===== src/hdl/tpgc_pkg.sv =====
// Package for the two-player game clock: request and result structs,
// command and register codes, and timing constants. No dependencies.
package tpgc_pkg;

  localparam int unsigned MS_PER_SECOND = 1000;

  // Added before the divide so that the quotient rounds up.
  localparam logic [9:0] ROUND_UP_MS = 10'(MS_PER_SECOND - 1);

  // Seconds-left value reported while counting up.
  localparam logic [31:0] COUNT_UP_SECONDS = 32'd3999999999;

  // (ms + 999) is divided by 8 first, then by 125 through a reciprocal:
  // floor(y / 125) == (y * RECIP_MULT) >> RECIP_SHIFT for every y below 2**30.
  localparam int unsigned RECIP_SHIFT = 37;
  localparam logic [30:0] RECIP_MULT  = 31'd1099511628;
  localparam int unsigned PRE_SHIFT   = 3;
  localparam int unsigned SCALED_W    = 33 - PRE_SHIFT;

  // Configuration register reset values.
  localparam logic [15:0] START_SECONDS_RESET     = 16'd300;
  localparam logic [11:0] INCREMENT_SECONDS_RESET = 12'd0;
  localparam logic        COUNT_DOWN_RESET        = 1'b1;

  typedef enum logic [2:0] {
    FUNC_TICK   = 3'd0,
    FUNC_START  = 3'd1,
    FUNC_PAUSE  = 3'd2,
    FUNC_RESUME = 3'd3,
    FUNC_STOP   = 3'd4,
    FUNC_SELECT = 3'd5
  } func_t;

  typedef enum logic [1:0] {
    MODE_STOPPED = 2'd0,
    MODE_RUNNING = 2'd1,
    MODE_PAUSED  = 2'd2
  } clock_mode_t;

  typedef enum logic [2:0] {
    CFG_FIRST_START      = 3'd0,
    CFG_FIRST_INCREMENT  = 3'd1,
    CFG_SECOND_START     = 3'd2,
    CFG_SECOND_INCREMENT = 3'd3,
    CFG_COUNT_DOWN       = 3'd4
  } cfg_reg_t;

  typedef struct packed {
    logic [2:0] func;
    logic       player;
  } cmd_t;

  typedef struct packed {
    logic        turn_now;
    logic [1:0]  clock_mode_now;
    logic [31:0] first_reading_ms;
    logic [31:0] second_reading_ms;
    logic [31:0] first_seconds_left;
    logic [31:0] second_seconds_left;
  } res_t;

endpackage


===== src/hdl/tpgc_ceil_sec.sv =====
// Converts a pre-rounded, pre-shifted millisecond count to whole seconds.
// Depends on tpgc_pkg for the reciprocal constants.
module tpgc_ceil_sec (
  input  logic [tpgc_pkg::SCALED_W-1:0] scaled_ms,
  output logic [31:0]                   seconds
);

  localparam int unsigned PROD_W = tpgc_pkg::SCALED_W + 31;

  logic [PROD_W-1:0] product;

  // One 30 by 31 bit multiply by the reciprocal of 125; the quotient is exact
  // over the whole input range, so no correction step follows.
  assign product = PROD_W'(scaled_ms) * PROD_W'(tpgc_pkg::RECIP_MULT);
  assign seconds = 32'(product[PROD_W-1:tpgc_pkg::RECIP_SHIFT]);

endmodule


===== src/hdl/two_player_game_clock.sv =====
// Top level of the two-player game clock with per-player increment.
// Depends on tpgc_pkg and instantiates tpgc_ceil_sec twice.
//
//   channel  handshake                payload              role
//   cmd      cmd_valid / cmd_ready    cmd (cmd_t)          one command request
//   res      res_valid / res_ready    res (res_t)          one result per request
//   cfg      cfg_valid / cfg_ready    cfg_index, cfg_data  register write request
//
// Every command request yields one result, and a new request is accepted in
// every cycle while res_ready does not hold the pipeline. The clock state
// registers take the update at acceptance, the next stage forms readings and the
// rounded remaining time, and the last stage divides by 1000 through a
// reciprocal multiply into the result register.
// The three stages advance together; when a result waits on res_ready the
// whole pipeline holds and cmd_ready drops. cfg_ready is always high.
// Reset (rst, synchronous) empties the pipeline, stops both clocks, clears
// budgets and elapsed counts, and restores the register defaults.
module two_player_game_clock (
  input  logic                 clk,
  input  logic                 rst,
  input  logic                 cmd_valid,
  output logic                 cmd_ready,
  input  tpgc_pkg::cmd_t       cmd,
  output logic                 res_valid,
  input  logic                 res_ready,
  output tpgc_pkg::res_t       res,
  input  logic                 cfg_valid,
  output logic                 cfg_ready,
  input  logic [2:0]           cfg_index,
  input  logic [15:0]          cfg_data
);

  // Configuration registers, one per player where the option is per player.
  logic [15:0] start_seconds [2];
  logic [11:0] increment_seconds [2];
  logic        count_down;

  // Clock state. These registers also serve as the first pipeline stage.
  logic [31:0]           budget [2];
  logic [31:0]           elapsed [2];
  logic                  turn;
  tpgc_pkg::clock_mode_t run_state;
  logic [31:0]           budget_next [2];
  logic [31:0]           elapsed_next [2];
  logic                  turn_next;
  tpgc_pkg::clock_mode_t run_state_next;

  // Second stage: readings and rounded remaining time.
  logic                           s1_valid;
  logic                           s2_valid;
  logic                           s2_turn;
  logic [1:0]                     s2_mode;
  logic [31:0]                    s2_reading [2];
  logic                           s2_expired [2];
  logic [tpgc_pkg::SCALED_W-1:0]  s2_scaled [2];

  logic                           advance;
  logic                           cmd_accept;
  logic [31:0]                    seconds [2];

  assign advance    = !res_valid || res_ready;
  assign cmd_ready  = advance;
  assign cmd_accept = cmd_valid && cmd_ready;
  assign cfg_ready  = 1'b1;

  // Configuration writes; indexes beyond the list are dropped.
  always_ff @(posedge clk) begin
    if (rst) begin
      start_seconds[0]     <= tpgc_pkg::START_SECONDS_RESET;
      start_seconds[1]     <= tpgc_pkg::START_SECONDS_RESET;
      increment_seconds[0] <= tpgc_pkg::INCREMENT_SECONDS_RESET;
      increment_seconds[1] <= tpgc_pkg::INCREMENT_SECONDS_RESET;
      count_down           <= tpgc_pkg::COUNT_DOWN_RESET;
    end else if (cfg_valid && cfg_ready) begin
      unique case (cfg_index)
        tpgc_pkg::CFG_FIRST_START:      start_seconds[0]     <= cfg_data;
        tpgc_pkg::CFG_FIRST_INCREMENT:  increment_seconds[0] <= cfg_data[11:0];
        tpgc_pkg::CFG_SECOND_START:     start_seconds[1]     <= cfg_data;
        tpgc_pkg::CFG_SECOND_INCREMENT: increment_seconds[1] <= cfg_data[11:0];
        tpgc_pkg::CFG_COUNT_DOWN:       count_down           <= cfg_data[0];
        default: ;
      endcase
    end
  end

  // Next clock state for one command. Counters saturate instead of wrapping.
  always_comb begin
    logic [32:0] inc_sum;
    inc_sum        = 33'(budget[turn]) + 33'(32'(increment_seconds[turn]) *
                     32'(tpgc_pkg::MS_PER_SECOND));
    budget_next    = budget;
    elapsed_next   = elapsed;
    turn_next      = turn;
    run_state_next = run_state;
    unique case (cmd.func)
      tpgc_pkg::FUNC_TICK: begin
        if (run_state == tpgc_pkg::MODE_RUNNING && elapsed[turn] != '1) begin
          elapsed_next[turn] = elapsed[turn] + 32'd1;
        end
      end
      tpgc_pkg::FUNC_START: begin
        if (run_state != tpgc_pkg::MODE_RUNNING) begin
          budget_next[0]  = 32'(start_seconds[0]) * 32'(tpgc_pkg::MS_PER_SECOND);
          budget_next[1]  = 32'(start_seconds[1]) * 32'(tpgc_pkg::MS_PER_SECOND);
          elapsed_next[0] = '0;
          elapsed_next[1] = '0;
          run_state_next  = tpgc_pkg::MODE_RUNNING;
        end
      end
      tpgc_pkg::FUNC_PAUSE: begin
        if (run_state == tpgc_pkg::MODE_RUNNING) begin
          run_state_next = tpgc_pkg::MODE_PAUSED;
        end
      end
      tpgc_pkg::FUNC_RESUME: begin
        if (run_state == tpgc_pkg::MODE_PAUSED) begin
          run_state_next = tpgc_pkg::MODE_RUNNING;
        end
      end
      tpgc_pkg::FUNC_STOP: begin
        run_state_next = tpgc_pkg::MODE_STOPPED;
      end
      tpgc_pkg::FUNC_SELECT: begin
        // Passing the turn while running credits the outgoing player.
        if (cmd.player != turn) begin
          if (run_state == tpgc_pkg::MODE_RUNNING) begin
            budget_next[turn] = inc_sum[32] ? '1 : inc_sum[31:0];
          end
          turn_next = cmd.player;
        end
      end
      default: ;
    endcase
  end

  always_ff @(posedge clk) begin
    if (rst) begin
      budget[0]  <= '0;
      budget[1]  <= '0;
      elapsed[0] <= '0;
      elapsed[1] <= '0;
      turn       <= 1'b0;
      run_state  <= tpgc_pkg::MODE_STOPPED;
    end else if (cmd_accept) begin
      budget    <= budget_next;
      elapsed   <= elapsed_next;
      turn      <= turn_next;
      run_state <= run_state_next;
    end
  end

  // Pipeline occupancy. All stages move together on advance.
  always_ff @(posedge clk) begin
    if (rst) begin
      s1_valid  <= 1'b0;
      s2_valid  <= 1'b0;
      res_valid <= 1'b0;
    end else if (advance) begin
      s1_valid  <= cmd_accept;
      s2_valid  <= s1_valid;
      res_valid <= s2_valid;
    end
  end

  // Second stage. The remaining time gets 999 added for rounding up and is
  // pre-shifted by three so that the divide by 1000 becomes one by 125.
  always_ff @(posedge clk) begin
    logic [32:0] sum;
    logic [31:0] diff;
    logic [32:0] rounded;
    if (advance) begin
      s2_turn <= turn;
      s2_mode <= run_state;
      for (int p = 0; p < 2; p++) begin
        sum     = 33'(elapsed[p]) + 33'(budget[p]);
        diff    = budget[p] - elapsed[p];
        rounded = 33'(diff) + 33'(tpgc_pkg::ROUND_UP_MS);
        s2_reading[p] <= count_down ? elapsed[p] : (sum[32] ? '1 : sum[31:0]);
        s2_expired[p] <= elapsed[p] >= budget[p];
        s2_scaled[p]  <= rounded[32:tpgc_pkg::PRE_SHIFT];
      end
    end
  end

  tpgc_ceil_sec u_sec_first (
    .scaled_ms (s2_scaled[0]),
    .seconds   (seconds[0])
  );

  tpgc_ceil_sec u_sec_second (
    .scaled_ms (s2_scaled[1]),
    .seconds   (seconds[1])
  );

  // Result register.
  always_ff @(posedge clk) begin
    if (advance) begin
      res.turn_now          <= s2_turn;
      res.clock_mode_now    <= s2_mode;
      res.first_reading_ms  <= s2_reading[0];
      res.second_reading_ms <= s2_reading[1];
      res.first_seconds_left <= !count_down ? tpgc_pkg::COUNT_UP_SECONDS :
                                (s2_expired[0] ? '0 : seconds[0]);
      res.second_seconds_left <= !count_down ? tpgc_pkg::COUNT_UP_SECONDS :
                                 (s2_expired[1] ? '0 : seconds[1]);
    end
  end

`ifndef NO_ASSERTIONS
  // A tick accepted while running advances the clock in turn by one, unless
  // it has already saturated.
  assert property (@(posedge clk) disable iff (rst)
    cmd_accept && cmd.func == tpgc_pkg::FUNC_TICK &&
    run_state == tpgc_pkg::MODE_RUNNING && elapsed[turn] != '1
    |=> elapsed[$past(turn)] == $past(elapsed[turn]) + 32'd1)
    else $error("tick did not advance the running clock");

  // A start accepted while not running leaves both counts cleared and the
  // clock running.
  assert property (@(posedge clk) disable iff (rst)
    cmd_accept && cmd.func == tpgc_pkg::FUNC_START &&
    run_state != tpgc_pkg::MODE_RUNNING
    |=> elapsed[0] == '0 && elapsed[1] == '0 &&
        run_state == tpgc_pkg::MODE_RUNNING)
    else $error("start did not restart the clock");

  // Budgets only shrink through a start.
  assert property (@(posedge clk) disable iff (rst)
    !(cmd_accept && cmd.func == tpgc_pkg::FUNC_START)
    |=> budget[0] >= $past(budget[0]) && budget[1] >= $past(budget[1]))
    else $error("budget decreased without a start");
`endif

endmodule

===== config.mk =====
export PLATFORM = sky130hd
export DESIGN_NAME = two_player_game_clock
export DESIGN_NICKNAME = d
export VERILOG_FILES = /design/src/hdl/tpgc_pkg.sv /design/src/hdl/tpgc_ceil_sec.sv /design/src/hdl/two_player_game_clock.sv
export SDC_FILE = /design/constraint.sdc
export NUM_CORES = 2
export LEC_CHECK = 0
export ABC_AREA = 1
export BUFFER_PORTS_ARGS = -buffer_cell sky130_fd_sc_hd__buf_4
export CAP_MARGIN = 20
export CORE_UTILIZATION = 28
export CTS_BUF_LIST = sky130_fd_sc_hd__clkbuf_16
export CTS_CLUSTER_SIZE = 14
export DETAILED_ROUTE_END_ITERATION = 8
export GPL_TIMING_DRIVEN = 0
export PLACE_DENSITY = 0.47
export SYNTH_ARGS = -nofsm -noshare
export SYNTH_HDL_FRONTEND = slang
export SYNTH_SLANG_ARGS = --single-unit
export TNS_END_PERCENT = 50

===== constraint.sdc =====
create_clock -name clk -period 13.9 [get_ports clk]
set_clock_uncertainty 0.15 [all_clocks]
set_input_delay 2.085 -clock clk [delete_from_list [all_inputs] [get_ports clk]]
set_output_delay 2.085 -clock clk [all_outputs]
set_load 0.01 [all_outputs]

==> impl_results.md <==
* Most used cell along the critical path: inv_1
* Flop-to-flop setup slack at 5670 ps
* GP Congestion at 0.9566
* Port Buffers at 156
* Worst path bufs/invs at 8
* Critical path arrival at 8730 ps
* Outcome: completed
* FF+latch count, synth at 437
* First-pass DRT Iterations at 8
* Final worst setup slack at 5673 ps
* Remaining global-route overflow at 0
* Most frequent cells in the layout: inv_1 (2,070), nand2_1 (1,635), ha_1 (1,042)
* Antenna violations before repair at 9
* Io pins at 162
* Final-report max-slew violation count at 0
* Worst Path Required at 14,400 ps
* # nets final at 10,574
* Crit Path Max Fanout at 10
* Synth warnings at 0
* CTS tree: yes
* CTS sink cnt at 437
* Largest net degree at the start of global routing at 110
* CTS Root Cell: clkbuf_16
* # resized after CTS at 0
* Mean Syn Cell Area at 7.803 um2
* Most common cell after layout, fill and taps aside: inv_1
* Synth Instances at 8,573
* RSZ-0062 raised after global routing: false
* Cell family with most CP delay: adder cells
* Dpl ws at 5658 ps
* Die ar. at 240,900 um2
* Hold Path Depth at 0
* R2r worst-path depth at 33
* Fin. Hold Viols at 0
* Register clock-pin slew on the reported worst setup and hold paths at 70 ps
* Initial DRC Count at 3,390
* Final period util at 59.18%
* Critical path type: reg2reg
* Gr usage total at 19.72%
* Worst-Skew Late Latency at 730 ps
* Hold Buf Count CTS at 0
* Upper clock frequency limit at 0.1216 GHz
* WL met2 at 117.1 mm
* Wire length on met3 at 7.675 mm
* Final wirelength at 238.6 mm
* Number of routed nets with antenna violations at 0
* Residual DRC at 0
* Worst Hold Class: reg2reg
* Setup repair bufs after CTS at 0
* Reg-to-reg critical path endpoint: budget[57]$_SDFFE_PP0P_
* CP max stage delay at 630 ps
* Cell row count at 179
* Detail Placement HPWL at 207.8 mm
* Hold path start: s2_reading[0][52]$_DFFE_PN_
* Die width at 490.8 um
* Layout cell share with drive strength beyond 1 at 4.690%
* Top_reg_cell synth: edfxtp_1
* First-pass GRT wire length at 359.5 mm
* Final setup fails at 0
* Slowest cell on crit path: fa_1
* DR vias/cell at 4.642
* Initial core utilization at 28.15%
* CP Launch Type: flop
* CP Capture Type: flop
* Clk buf depth at 3
* Async SR Flop Fraction at 0%
* Core area at 237,600 um2
* Endpoint, Worst Hold: res[84]$_DFFE_PN_
* Post-DR wirelength/cell at 19.85 um
* Slew margin rel. at 16.68%
* Synthesized area at 66,900 um2
* Register area share after synthesis at 17.58%
* Die Y at 490.8 um
* Area growth syn-to-layout at 10.91%
* Post-synth EDFFs at 301
* Unique cell type count in the Yosys netlist at 58
* Metal-1 WL at 104.7 mm
* Via count at 55,803
* Min Tclk post-route at 8227 ps
* Uppermost layer routed: met5
* TritonCTS Buffers at 56
* Max-Cap Viols at 0
* Vias in the first global route at 57,977
* H-tree levels at 2
* Worst slew pin tran at 1250 ps
routing by layer:
| metal | vias to the layer above | global-route usage [%] |
|---|---|---|
| met4 | 2 | 6.981 |
| met5 | - | 0 |
| met2 | 1144 | 34.94 |
| met1 | 26968 | 24.93 |
| li1 | 27391 | - |
| met3 | 298 | 1.578 |
state kept, by name, summed over array words and instances (netlist names), 24 cells and up, named ones only:
name and flops:
s2_scaled 60, s2_reading 64, start_seconds 32, increment_seconds 24, budget 64, res 116, elapsed 64
worst max path at each step:
stage | end | depth (start not counted)
final | budget[57]$_SDFFE_PP0P_ | 33
after global routing | budget[22]$_SDFFE_PP0P_ | 34
after CTS | budget[52]$_SDFFE_PP0P_ | 34
after detailed placement | budget[17]$_SDFFE_PP0P_ | 32
after global placement | elapsed[13]$_SDFFE_PP0P_ | 10
after floorplan | cmd_ready | 2
synthesized netlist by cell type, drive strengths merged, types with 9 or more instances:
cell,instances,share of area [%]
inv,2068,12
nand2,1639,9.2
ha,1042,19
nor2,730,4.2
fa,703,21
a21oi,502,3.8
o21ai,333,2.6
nand3,329,2.5
edfxtp,301,14
dfxtp,136,4.1
nand4,124,1.2
xor2,102,1.3
nor3,81,0.63
buf,80,0.88
clkbuf,74,0.42
a31oi,67,0.63
xnor2,40,0.52
a21o,33,0.37
o21bai,32,0.36
or2,28,0.26
o21a,26,0.29
a21boi,20,0.23
nor4,17,0.18
nand3b,14,0.19
o211ai,14,0.17
and3,9,0.084
cell families (layout without fill, tap and decap cells):
logic type                 count (synthesis)  count (layout)  synth area share (%)
AOI/OAI and AO/OA                       1044            1044                 8.561
xor gates and xnor gates                 142             142                 1.870
adders and majority gates               1745            1745                 40.53
buffers and inverters                   2223            2496                 12.91
DFF                                      437             437                 17.58
muxes                                      3               3               0.04676
other                                      2              10               0.01123
and+or+nand+nor                         2977            2977                 18.49
metrics by stage:
stage | hold WS, ps | utilization, % | cell area [um2] | cells | setup TNS, ps
final | 265.7 | 31.22 | 74190 | 12021 | 0
after global routing | 260.1 | 31.22 | 74180 | 12018 | 0
after CTS | 252.0 | 31.21 | 74160 | 12013 | 0
after detailed placement | 254.5 | 30.38 | 72180 | 11907 | 0
after global placement | 255.5 | 30.32 | 72040 | 11899 | -0.8784
after floorplan | 250.3 | - | 66910 | 8576 | 0
area by class of cell:
cell class,count,area [um2]
flip-flops and latches,437,11760
repair buffers,167,1319
fillers,25604,163400
diodes,5,12.51
multi-input cells,5916,46520
clock inverters,50,576.8
well taps,3167,3963
inverters,2069,7774
clock buffers,56,1401
plain buffers,154,868.3
Power is not shown: default switching activity piles up to over one toggle a cycle in this logic, so the estimate is an artifact.
